[config.mk]
export PLATFORM = sky130hd
export DESIGN_NAME = bounded_list_shift_store_top
export DESIGN_NICKNAME = d
export VERILOG_FILES = /design/src/hdl/bls_pkg.sv /design/src/hdl/bls_cell.sv /design/src/hdl/bls_ctrl.sv /design/src/hdl/bounded_list_shift_store_top.sv
export VERILOG_INCLUDE_DIRS = /design/src /design/src/hdl
export SDC_FILE = /design/constraint.sdc
export NUM_CORES = 2
export LEC_CHECK = 0
export ABC_AREA = 1
export BUFFER_PORTS_ARGS = -buffer_cell sky130_fd_sc_hd__buf_2
export CORE_MARGIN = 10
export CORE_UTILIZATION = 30
export CTS_CLUSTER_SIZE = 24
export DETAILED_ROUTE_END_ITERATION = 16
export PLACE_DENSITY = 0.42
export SYNTH_ARGS = -nofsm -noshare
export SYNTH_HDL_FRONTEND = slang
export SYNTH_HIERARCHICAL = 1
export SYNTH_SLANG_ARGS = --single-unit
[constraint.sdc]
create_clock -name clk -period 14.88 [get_ports clk]
set_input_delay 2.976 -clock clk [delete_from_list [all_inputs] [get_ports clk]]
set_output_delay 2.976 -clock clk [all_outputs]
set_load 0.05 [all_outputs]
[src/hdl/bounded_list_shift_store_top_assert.svh]
// assertion macros shared by the list control and top level
`ifndef BOUNDED_LIST_SHIFT_STORE_TOP_ASSERT_SVH
`define BOUNDED_LIST_SHIFT_STORE_TOP_ASSERT_SVH

// same-cycle implication, sampled on clk, off during reset
`define BLS_ASSERT_NOW(label, ante, cons, msg) \
    label: assert property (@(posedge clk) disable iff (!rst_n) (ante) |-> (cons)) \
        else $error(msg);

// next-cycle implication, sampled on clk, off during reset
`define BLS_ASSERT_NEXT(label, ante, cons, msg) \
    label: assert property (@(posedge clk) disable iff (!rst_n) (ante) |=> (cons)) \
        else $error(msg);

`endif

[src/hdl/bls_pkg.sv]
// shared types and constants for the bounded list
`timescale 1ns / 1ps
`default_nettype none

package bls_pkg;

    localparam int MODE_W  = 2;
    localparam int INDEX_W = 6;
    localparam int VALUE_W = 32;
    localparam int COUNT_W = 5;

    typedef enum logic [MODE_W-1:0] {
        MODE_INSERT = 2'd0,
        MODE_REMOVE = 2'd1,
        MODE_READ   = 2'd2
    } mode_t;

    typedef enum logic [1:0] {
        ST_OK        = 2'd0,
        ST_BAD_INDEX = 2'd1,
        ST_EMPTY     = 2'd2,
        ST_FULL      = 2'd3
    } status_t;

    typedef struct packed {
        logic ins_en;
        logic rem_en;
        logic rd_en;
    } cell_ctrl_t;

endpackage

`default_nettype wire

[src/hdl/bls_cell.sv]
// one list entry cell: holds an entry, appends or shifts down from its neighbor
`timescale 1ns / 1ps
`default_nettype none

module bls_cell
    import bls_pkg::*;
#(
    parameter int POS        = 0,
    parameter int ELEM_WIDTH = 32,
    parameter int CMP_W      = 6
)
(
    input  wire logic                  clk,
    input  wire cell_ctrl_t            ctrl,
    input  wire logic [CMP_W-1:0]      index_ext,
    input  wire logic [CMP_W-1:0]      count_cur,
    input  wire logic [CMP_W-1:0]      count_nxt,
    input  wire logic [ELEM_WIDTH-1:0] value_elem,
    input  wire logic [ELEM_WIDTH-1:0] right_data,
    output logic      [ELEM_WIDTH-1:0] data,
    output logic      [ELEM_WIDTH-1:0] data_nxt,
    output logic      [ELEM_WIDTH-1:0] rd_tap,
    output logic      [ELEM_WIDTH-1:0] last_tap
);

    localparam logic [CMP_W-1:0] POS_EXT  = CMP_W'(POS);
    localparam logic [CMP_W-1:0] TAIL_CNT = CMP_W'(POS + 1);

    logic [ELEM_WIDTH-1:0] data_reg;
    logic [ELEM_WIDTH-1:0] data_next;

    always_comb
    begin
        if (ctrl.ins_en && (POS_EXT == count_cur))
        begin
            data_next = value_elem;
        end
        else if (ctrl.rem_en && (POS_EXT >= index_ext))
        begin
            data_next = right_data;
        end
        else
        begin
            data_next = data_reg;
        end
    end

    always_ff @(posedge clk)
    begin
        data_reg <= data_next;
    end

    assign data     = data_reg;
    assign data_nxt = data_next;
    assign rd_tap   = (POS_EXT == index_ext) ? data_reg : '0;
    assign last_tap = (TAIL_CNT == count_nxt) ? data_next : '0;

endmodule

`default_nettype wire

[src/hdl/bls_ctrl.sv]
// list control: entry count, operation decode and status
`timescale 1ns / 1ps
`default_nettype none
`include "bounded_list_shift_store_top_assert.svh"

module bls_ctrl
    import bls_pkg::*;
#(
    parameter int DEPTH = 16,
    parameter int CNT_W = 5,
    parameter int CMP_W = 6
)
(
    input  wire logic               clk,
    input  wire logic               rst_n,
    input  wire logic               accept,
    input  wire logic [MODE_W-1:0]  mode,
    input  wire logic [INDEX_W-1:0] index,
    output cell_ctrl_t              ctrl,
    output status_t                 status,
    output logic      [CMP_W-1:0]   index_ext,
    output logic      [CMP_W-1:0]   count_cur,
    output logic      [CMP_W-1:0]   count_nxt
);

    localparam logic [CMP_W-1:0] FULL_CNT = CMP_W'(DEPTH);

    logic [CNT_W-1:0] count_reg;
    logic [CNT_W-1:0] count_next;
    logic             idx_in_range;
    logic             is_full;
    logic             is_empty;

    assign index_ext    = CMP_W'(index);
    assign count_cur    = CMP_W'(count_reg);
    assign count_nxt    = CMP_W'(count_next);
    assign idx_in_range = index_ext < count_cur;
    assign is_full      = count_cur == FULL_CNT;
    assign is_empty     = count_reg == '0;

    always_comb
    begin
        status     = ST_OK;
        ctrl       = '0;
        count_next = count_reg;
        unique case (mode_t'(mode))
            MODE_INSERT:
            begin
                if (is_full)
                begin
                    status = ST_FULL;
                end
                else
                begin
                    ctrl.ins_en = accept;
                    count_next  = count_reg + CNT_W'(1);
                end
            end
            MODE_REMOVE:
            begin
                if (is_empty)
                begin
                    status = ST_EMPTY;
                end
                else if (!idx_in_range)
                begin
                    status = ST_BAD_INDEX;
                end
                else
                begin
                    ctrl.rem_en = accept;
                    count_next  = count_reg - CNT_W'(1);
                end
            end
            MODE_READ:
            begin
                if (!idx_in_range)
                begin
                    status = ST_BAD_INDEX;
                end
                else
                begin
                    ctrl.rd_en = accept;
                end
            end
            default:
            begin
                status = ST_OK;
            end
        endcase
    end

    always_ff @(posedge clk or negedge rst_n)
    begin
        if (!rst_n)
        begin
            count_reg <= '0;
        end
        else if (accept)
        begin
            count_reg <= count_next;
        end
    end

    `BLS_ASSERT_NOW(a_count_bound, 1'b1, count_cur <= FULL_CNT, "entry count above capacity")
    `BLS_ASSERT_NEXT(a_full_hold, accept && (status == ST_FULL), $stable(count_reg), "count moved on full insert")
    `BLS_ASSERT_NEXT(a_remove_dec, ctrl.rem_en, count_reg == $past(count_reg) - CNT_W'(1), "remove did not lower count")

endmodule

`default_nettype wire

[src/hdl/bounded_list_shift_store_top.sv]
// bounded list top level: cell chain, control and output register
//
// usage
//   input channel (in_valid/in_ready) carries one word: mode, index, value.
//   mode insert appends value, remove deletes the entry at index and shifts
//   later entries down, read returns the entry at index.
//   output channel (out_valid/out_ready) carries one result word per input
//   word: status, read_value, count, is_empty, first_value, last_value.
//   the result is presented in the cycle after the input word is taken.
//   throughput: one word per cycle unless stalled; every entry lives in its
//   own cell, so an append or a shift of all later entries ends on accept.
//   stall: the result sits in the output register; in_ready stays low while a
//   result waits and out_ready is low, and rises again once it is taken.
//   reset: the list is emptied (count zero) and no result is pending; entry
//   cells are not cleared, only entries below the count are ever read.
//   first_value and last_value read as zero while the list is empty.
//
`timescale 1ns / 1ps
`default_nettype none
`include "bounded_list_shift_store_top_assert.svh"

module bounded_list_shift_store_top
    import bls_pkg::*;
#(
    parameter int DEPTH      = 16,
    parameter int ELEM_WIDTH = 32
)
(
    input  wire logic               clk,
    input  wire logic               rst_n,
    input  wire logic               in_valid,
    output logic                    in_ready,
    input  wire logic [MODE_W-1:0]  mode,
    input  wire logic [INDEX_W-1:0] index,
    input  wire logic [VALUE_W-1:0] value,
    output logic                    out_valid,
    input  wire logic               out_ready,
    output logic      [1:0]         status,
    output logic      [VALUE_W-1:0] read_value,
    output logic      [COUNT_W-1:0] count,
    output logic                    is_empty,
    output logic      [VALUE_W-1:0] first_value,
    output logic      [VALUE_W-1:0] last_value
);

    localparam int CNT_W = $clog2(DEPTH + 1);
    localparam int CMP_W = (CNT_W > INDEX_W) ? CNT_W : INDEX_W;

    logic                  accept;
    cell_ctrl_t            ctrl;
    status_t               op_status;
    logic [CMP_W-1:0]      index_ext;
    logic [CMP_W-1:0]      count_cur;
    logic [CMP_W-1:0]      count_nxt;
    logic [ELEM_WIDTH-1:0] value_elem;

    logic [ELEM_WIDTH-1:0] cell_q    [DEPTH];
    logic [ELEM_WIDTH-1:0] cell_d    [DEPTH];
    logic [ELEM_WIDTH-1:0] rd_taps   [DEPTH];
    logic [ELEM_WIDTH-1:0] last_taps [DEPTH];
    logic [ELEM_WIDTH-1:0] rd_sel;
    logic [ELEM_WIDTH-1:0] last_sel;

    logic               out_valid_reg;
    status_t            status_reg;
    logic [VALUE_W-1:0] read_value_reg;
    logic [COUNT_W-1:0] count_reg;
    logic               is_empty_reg;
    logic [VALUE_W-1:0] first_value_reg;
    logic [VALUE_W-1:0] last_value_reg;

    assign in_ready   = !out_valid_reg || out_ready;
    assign accept     = in_valid && in_ready;
    assign value_elem = ELEM_WIDTH'(value);

    bls_ctrl #(
        .DEPTH (DEPTH),
        .CNT_W (CNT_W),
        .CMP_W (CMP_W)
    ) u_ctrl (
        .clk       (clk),
        .rst_n     (rst_n),
        .accept    (accept),
        .mode      (mode),
        .index     (index),
        .ctrl      (ctrl),
        .status    (op_status),
        .index_ext (index_ext),
        .count_cur (count_cur),
        .count_nxt (count_nxt)
    );

    for (genvar i = 0; i < DEPTH; i++)
    begin : g_cell
        logic [ELEM_WIDTH-1:0] right_data;

        if (i < DEPTH - 1)
        begin : g_mid
            assign right_data = cell_q[i + 1];
        end
        else
        begin : g_end
            assign right_data = cell_q[i];
        end

        bls_cell #(
            .POS        (i),
            .ELEM_WIDTH (ELEM_WIDTH),
            .CMP_W      (CMP_W)
        ) u_cell (
            .clk        (clk),
            .ctrl       (ctrl),
            .index_ext  (index_ext),
            .count_cur  (count_cur),
            .count_nxt  (count_nxt),
            .value_elem (value_elem),
            .right_data (right_data),
            .data       (cell_q[i]),
            .data_nxt   (cell_d[i]),
            .rd_tap     (rd_taps[i]),
            .last_tap   (last_taps[i])
        );
    end

    always_comb
    begin
        rd_sel   = '0;
        last_sel = '0;
        for (int i = 0; i < DEPTH; i++)
        begin
            rd_sel   = rd_sel | rd_taps[i];
            last_sel = last_sel | last_taps[i];
        end
    end

    always_ff @(posedge clk or negedge rst_n)
    begin
        if (!rst_n)
        begin
            out_valid_reg <= 1'b0;
        end
        else if (accept)
        begin
            out_valid_reg <= 1'b1;
        end
        else if (out_ready)
        begin
            out_valid_reg <= 1'b0;
        end
    end

    always_ff @(posedge clk)
    begin
        if (accept)
        begin
            status_reg      <= op_status;
            read_value_reg  <= ctrl.rd_en ? VALUE_W'(rd_sel) : '0;
            count_reg       <= COUNT_W'(count_nxt);
            is_empty_reg    <= count_nxt == '0;
            first_value_reg <= (count_nxt == '0) ? '0 : VALUE_W'(cell_d[0]);
            last_value_reg  <= VALUE_W'(last_sel);
        end
    end

    assign out_valid   = out_valid_reg;
    assign status      = status_reg;
    assign read_value  = read_value_reg;
    assign count       = count_reg;
    assign is_empty    = is_empty_reg;
    assign first_value = first_value_reg;
    assign last_value  = last_value_reg;

    `BLS_ASSERT_NOW(a_empty_ends, out_valid_reg && is_empty_reg,
        (first_value_reg == '0) && (last_value_reg == '0), "nonzero ends on empty list")
    `BLS_ASSERT_NOW(a_empty_status, out_valid_reg && (status_reg == ST_EMPTY),
        is_empty_reg, "empty status on nonempty list")
    `BLS_ASSERT_NEXT(a_out_hold, out_valid_reg && !out_ready,
        out_valid_reg && $stable(status_reg), "result word changed while stalled")

endmodule

`default_nettype wire

# After elaboration in Yosys (flattened, before gate mapping)
# Cells that the tools add are included.
# op_classes
addsub	2
n_lt_le_gt_ge	16
eq_ne	49
muxes	79
n_bitwise	30
n_reduce_logical	40
# ops
operator	count
$mux 32	63
$or 32x32->32	30
$eq 4x5->1 const A	16
$eq 4x6->1 const A	8
$ge 4x6->1 const A	7
$eq 3x5->1 const A	8
$logic_and 1x1->1	32
$eq 3x6->1 const A	4
$ge 3x6->1 const A	4
$eq 2x5->1 const A	4
$logic_not 6->1	3
$mux 5	3
$eq 2x6->1 const A	2
$ge 1x6->1 const A	2
$ge 2x6->1 const A	2
$eq 1x5->1 const A	2
$pmux 5 s2	1
$mux 1	9
$eq 1x6->1 const A	1
$lt 6x5->1	1
$pmux 2 s3	1
$add 5x1->5 const B	1
$eq 5x5->1 const A	1
$eq 5x5->1 const B	1
other kinds (9)	10
# word_totals
register_bits	622
in_bits	44
out_inout_bits	106
elab_cells	240

# Logic depth before layout (Yosys ltp)
# depth
ltp_word	25
depth_mapped	20
ltp_nobuf	18

# By module
# Netlist, hierarchy kept.
# modules_own_cells
module	instances	cells_per_inst	area_each_um2	seq_area_each_um2
bounded_list_shift_store_top	1	1147	7171.9	3148.0
bls_cell (g_cell[14].u_cell)	1	395	2547.4	640.6
bls_cell (g_cell[9].u_cell)	1	393	2332.2	640.6
bls_cell (g_cell[7].u_cell)	1	367	2275.9	640.6
bls_cell (g_cell[3].u_cell)	1	393	2224.6	640.6
bls_cell (g_cell[4].u_cell)	1	357	2222.1	640.6
bls_cell (g_cell[11].u_cell)	1	397	2204.6	640.6
bls_cell (g_cell[13].u_cell)	1	394	2169.6	640.6
bls_cell (g_cell[5].u_cell)	1	365	2163.3	640.6
bls_cell (g_cell[10].u_cell)	1	362	2149.6	640.6
bls_cell (g_cell[15].u_cell)	1	360	2142.1	640.6
bls_cell (g_cell[1].u_cell)	1	389	2118.3	640.6
bls_cell (g_cell[8].u_cell)	1	358	2115.8	640.6
bls_cell (g_cell[12].u_cell)	1	365	2112.0	640.6
4 more rows	-	-	-	-

# Worst setup path before layout
# No wires, ideal clock.
# synth_path
path_kind	input -> register
start	in in_valid
end	reg last_value_reg[15], in the netlist last_value[15] (data pin)
setup_ns	0.254
arrival_time_ns	10.811
required_time_ns	14.626
slack_ns	3.815
path_stages	15
path_buffers	2
cell_sequence	inv_1 -> a21oi_1 -> clkbuf_2 -> inv_1 -> nor2_1 -> nor3b_1 -> nand2_1 -> clkbuf_1 -> or2_2 -> nand2_1 -> nor2_1 -> nor2_1 -> nand2_1 -> nor2_1 -> nand2_1
# synth_lines
element	line_no	source
start: declaration	bounded_list_shift_store_top.sv:31	input wire logic in_valid,
end signal: assignment	bounded_list_shift_store_top.sv:161	last_value_reg <= VALUE_W'(last_sel);
end: declaration	bounded_list_shift_store_top.sv:70	logic [VALUE_W-1:0] last_value_reg;

==> flow_summary.rst <==
.. list-table::
   :header-rows: 1

   * - Metric
     - Value
   * - Floorplan row count
     - 138
   * - XOR/XNOR Fraction of Synth Area
     - 0.000408
   * - Kind of capture point of the worst setup path
     - register
   * - Average detailed-routed wire length per instance
     - 20.5 um
   * - Iteration-0 DRC Markers
     - 3980
   * - Global-route wire length before repair
     - 273 mm
   * - Most numerous cell types in the synthesized netlist
     - nor2_1, nand2_1, inv_1, nand3_1, dfxtp_1
   * - Portion of netlist area occupied by mux cells
     - 0
   * - Insertion delay of the later-clocked pin in the worst-skew pair
     - 0.68 ns
   * - Number of synthesized register bits
     - 622
   * - Cell Pwr Density
     - 129 nW/um^2
   * - Simple-gate portion of the synthesized area
     - 0.492
   * - Top-count cell post-synth
     - nor2_1
   * - Cts-stage hold buffer count
     - 0
   * - EDFF count, synth
     - 104
   * - Clock transition at the registers of the reported paths
     - about 0.060 ns
   * - Netlist cell types
     - 55
   * - Fraction of the mapped netlist area in compound gates
     - 0.0203
   * - Startpoint types
     - input port
   * - Final worst-path cycle share
     - 0.512
   * - Top post-synthesis cells by area
     - dfxtp_1, nor2_1, nand2_1
   * - HPWL after detailed placement
     - 118 mm
   * - Area delta synth->final
     - 9.65%
   * - FF-to-FF path depth
     - 20
   * - Setup repair after global routing missed its margin
     - false
   * - Max-Cap Viols
     - 0
   * - Clock tree from TritonCTS
     - built
   * - Layout net count
     - 7230
   * - Capture instance of the worst register-to-register path
     - last_value[26]
   * - Number of cells on the worst hold path
     - 2
   * - Final hold violation count
     - 0
   * - Weighted congestion at the end of routability-driven global placement
     - about 0.83
   * - Bufs on Longest Clock Path
     - 3
   * - Yosys warnings
     - 6
   * - Final global-route overflow total
     - 0
   * - Pin count of the biggest net entering global routing
     - 65
   * - Initial standard-cell utilization of the core
     - 0.303
   * - Number of nets with antenna violations after routing
     - 0
   * - Post-DR vias/cell
     - 4.69
   * - Global routing usage summed across all routing layers
     - 0.228
   * - Post-synth top area share
     - 0.238
   * - Leak pwr
     - 23.5 nW
   * - Launch point of the worst hold path
     - out_valid
   * - Final worst clock skew
     - 0.0226 ns
   * - Count of filler cells inserted in the layout
     - 15.9k
   * - Startpoint-to-endpoint class of the critical path
     - input port to register
   * - Top flip-flop cell by instance count after synthesis
     - dfxtp_1
   * - Register-to-register path setup slack
     - 9.28 ns
   * - Port-buffer cells
     - 149
   * - Num CTS Buffers
     - 84
   * - Setup Slack @ Placement
     - 6.73 ns
   * - Root cell of the clock tree
     - clkbuf_16
   * - Via count of the first global-routing pass
     - 39.4k
   * - Pins over their slew limit
     - 0
   * - CP Max Fanout
     - 42
   * - WHS Endpoint
     - out_valid
   * - Slew @ Worst Pin
     - 1.16 ns
   * - Number of sinks handled by clock tree synthesis
     - 622
   * - WP data required
     - 15.28 ns
   * - Post-route setup slack
     - 7.26 ns
   * - Path type of the worst min-delay path
     - register to register
   * - Layout cells sized above 1
     - 0.0966
   * - Core ar.
     - 142000 um^2
   * - Number of cells upsized or downsized after cts
     - 0
   * - Dominant cell type by area after synthesis
     - dfxtp_1
   * - Share of synthesized cell area in full adder, half adder and majority cells
     - 0.00175
   * - Die Span X
     - between 300 and 400 um
   * - Aggregate negative setup slack
     - 0 ns
   * - Max FFs per register
     - 512
   * - Minimum clock period
     - 7.62 ns
   * - Final wirelength
     - between 150 and 200 mm
   * - Data arrival time of the critical path
     - 8.02 ns
   * - Avg Synthesized Cell Area
     - approximately 5.9 um^2
   * - Worst-case vdd ir drop
     - 0.0687 mV
   * - Result of the run
     - complete, no violations
   * - Startpoint of the worst-slack reg-to-reg timing path
     - u_ctrl/count_reg[4]
   * - Maximum achievable frequency
     - 0.131 GHz
   * - Syn Inst Count
     - 7237
   * - Post-Synthesis Cell Area
     - around 43000 um^2
   * - Headroom to the max-slew limit
     - 0.224
   * - Remaining design rule violation count
     - 0
   * - Number of vias after detailed routing
     - 42.9k
   * - I/O pin total
     - 150
   * - Number of antenna violations at the first check in global routing
     - 12
   * - Final setup violation count
     - 0
   * - Post-CTS setup-driven buffer insertion count
     - 0
   * - Die Outline Area
     - 159000 um^2
   * - Number of H-tree levels
     - 3
   * - DR pass1 iterations
     - 6
   * - Dominant combinational cell family by area after synthesis
     - simple AND/OR/NAND/NOR gates
   * - Sequential share of the synthesized area
     - 0.315
   * - Post-synthesis async set-or-reset flop share
     - 0.00965
   * - Die extent in y
     - 399 um
==> how the worst max path moves through the flow <==
stage               startpoint             end
global route          index[3]  last_value[23]
CTS                   index[4]  last_value[26]
finish                index[4]  last_value[26]
detailed placement    index[4]  last_value[26]
global placement      index[3]  last_value[26]
floorplan             in_valid  last_value[15]
==> area by class of cell <==
cell class                      instances  area [um^2]  share of cell area
Clock inverter                         28          195             0.00414
Multi-Input combinational cell       4883        22200               0.470
Inverter                             1345         5060               0.107
Timing Repair Buffer                  244         1460              0.0310
Clock buffer                          127         2360              0.0502
Sequential cell                       622        13500               0.287
Tap cell                             1890         2360              0.0502
Antenna cell                            3         7.51            0.000159
==> stage by stage <==
stage / power [mW] / hold WS [ns] / instances / area (um^2) / util
4_1_cts: 6.14 / 0.581 / 9139 / 47100 / 0.332
3_3_place_gp: 4.12 / 0.559 / 8984 / 44600 / 0.314
3_5_place_dp: 4.14 / 0.569 / 8984 / 44600 / 0.314
6_report: 6.09 / 0.578 / 9142 / 47100 / 0.332
2_1_floorplan: 3.58 / 0.542 / 7238 / 43000 / -
5_1_grt: 6.50 / 0.613 / 9139 / 47100 / 0.332
==> report_power, final <==
group          internal (mW)  switching, mW
clock network           1.11          0.857
logic                  0.466           1.23
registers               2.13          0.297
==> metal layers <==
metal  routed length, um  vias to the layer above  track usage  part of all wire
met2               80400                     1416        0.356              0.43
met5                   0                        -            0                 0
li1                    -                    21700            -                 -
met3               13400                      243       0.0375             0.071
met1               89700                    19500        0.324              0.48
met4                4320                        0       0.0593             0.023
==> layout by cell type (no fill, tap or decap), drive strengths merged <==
cell type and count:
nor2 1738, dfxtp 512, diode 3, o21ai 132, or2 257, a21oi 35, or3 2, inv 1346
nor4 9, xor2 1, clkinv 26, edfxtp 104, nand3b 70, clkbuf 127, bufinv 1, nor3b 6
buf 244, ha 6, nor3 16, nand2 1623, conb 2, dfrtp 6, nand3 803, xnor2 1
or3b 1, nand4 180, o31ai 1
==> kinds of logic (layout without fill, tap and decap cells) <==
family / after synthesis / count (layout)
adder cells (fa/ha/maj): 6 / 6
AO/OA/AOI/OAI: 168 / 168
buffers and inverters: 1733 / 1744
flip-flops: 622 / 622
other: 1 / 5
XOR/XNOR: 2 / 2
AND/OR/NAND/NOR: 4705 / 4705
==> worst max-delay path, stage by stage <==
cell	delay [ns]
buf_2	0.51
ha_1	0.39
inv_1	0.09
nor3_2	0.05
nand2_2	0.17
nand3_1	0.15
nor2_4	0.12
buf_4	0.45
buf_4	0.60
inv_1	0.22
nor2_8	0.71
nand2_4	0.63
nand2_1	0.21
nand3_1	0.09
nand2_1	0.11
nor2_1	0.04
nor2_1	0.12
nand2_1	0.10
nor2_1	0.14
nand2_1	0.07
No activity file was read; power rests on OpenSTA's default activity.
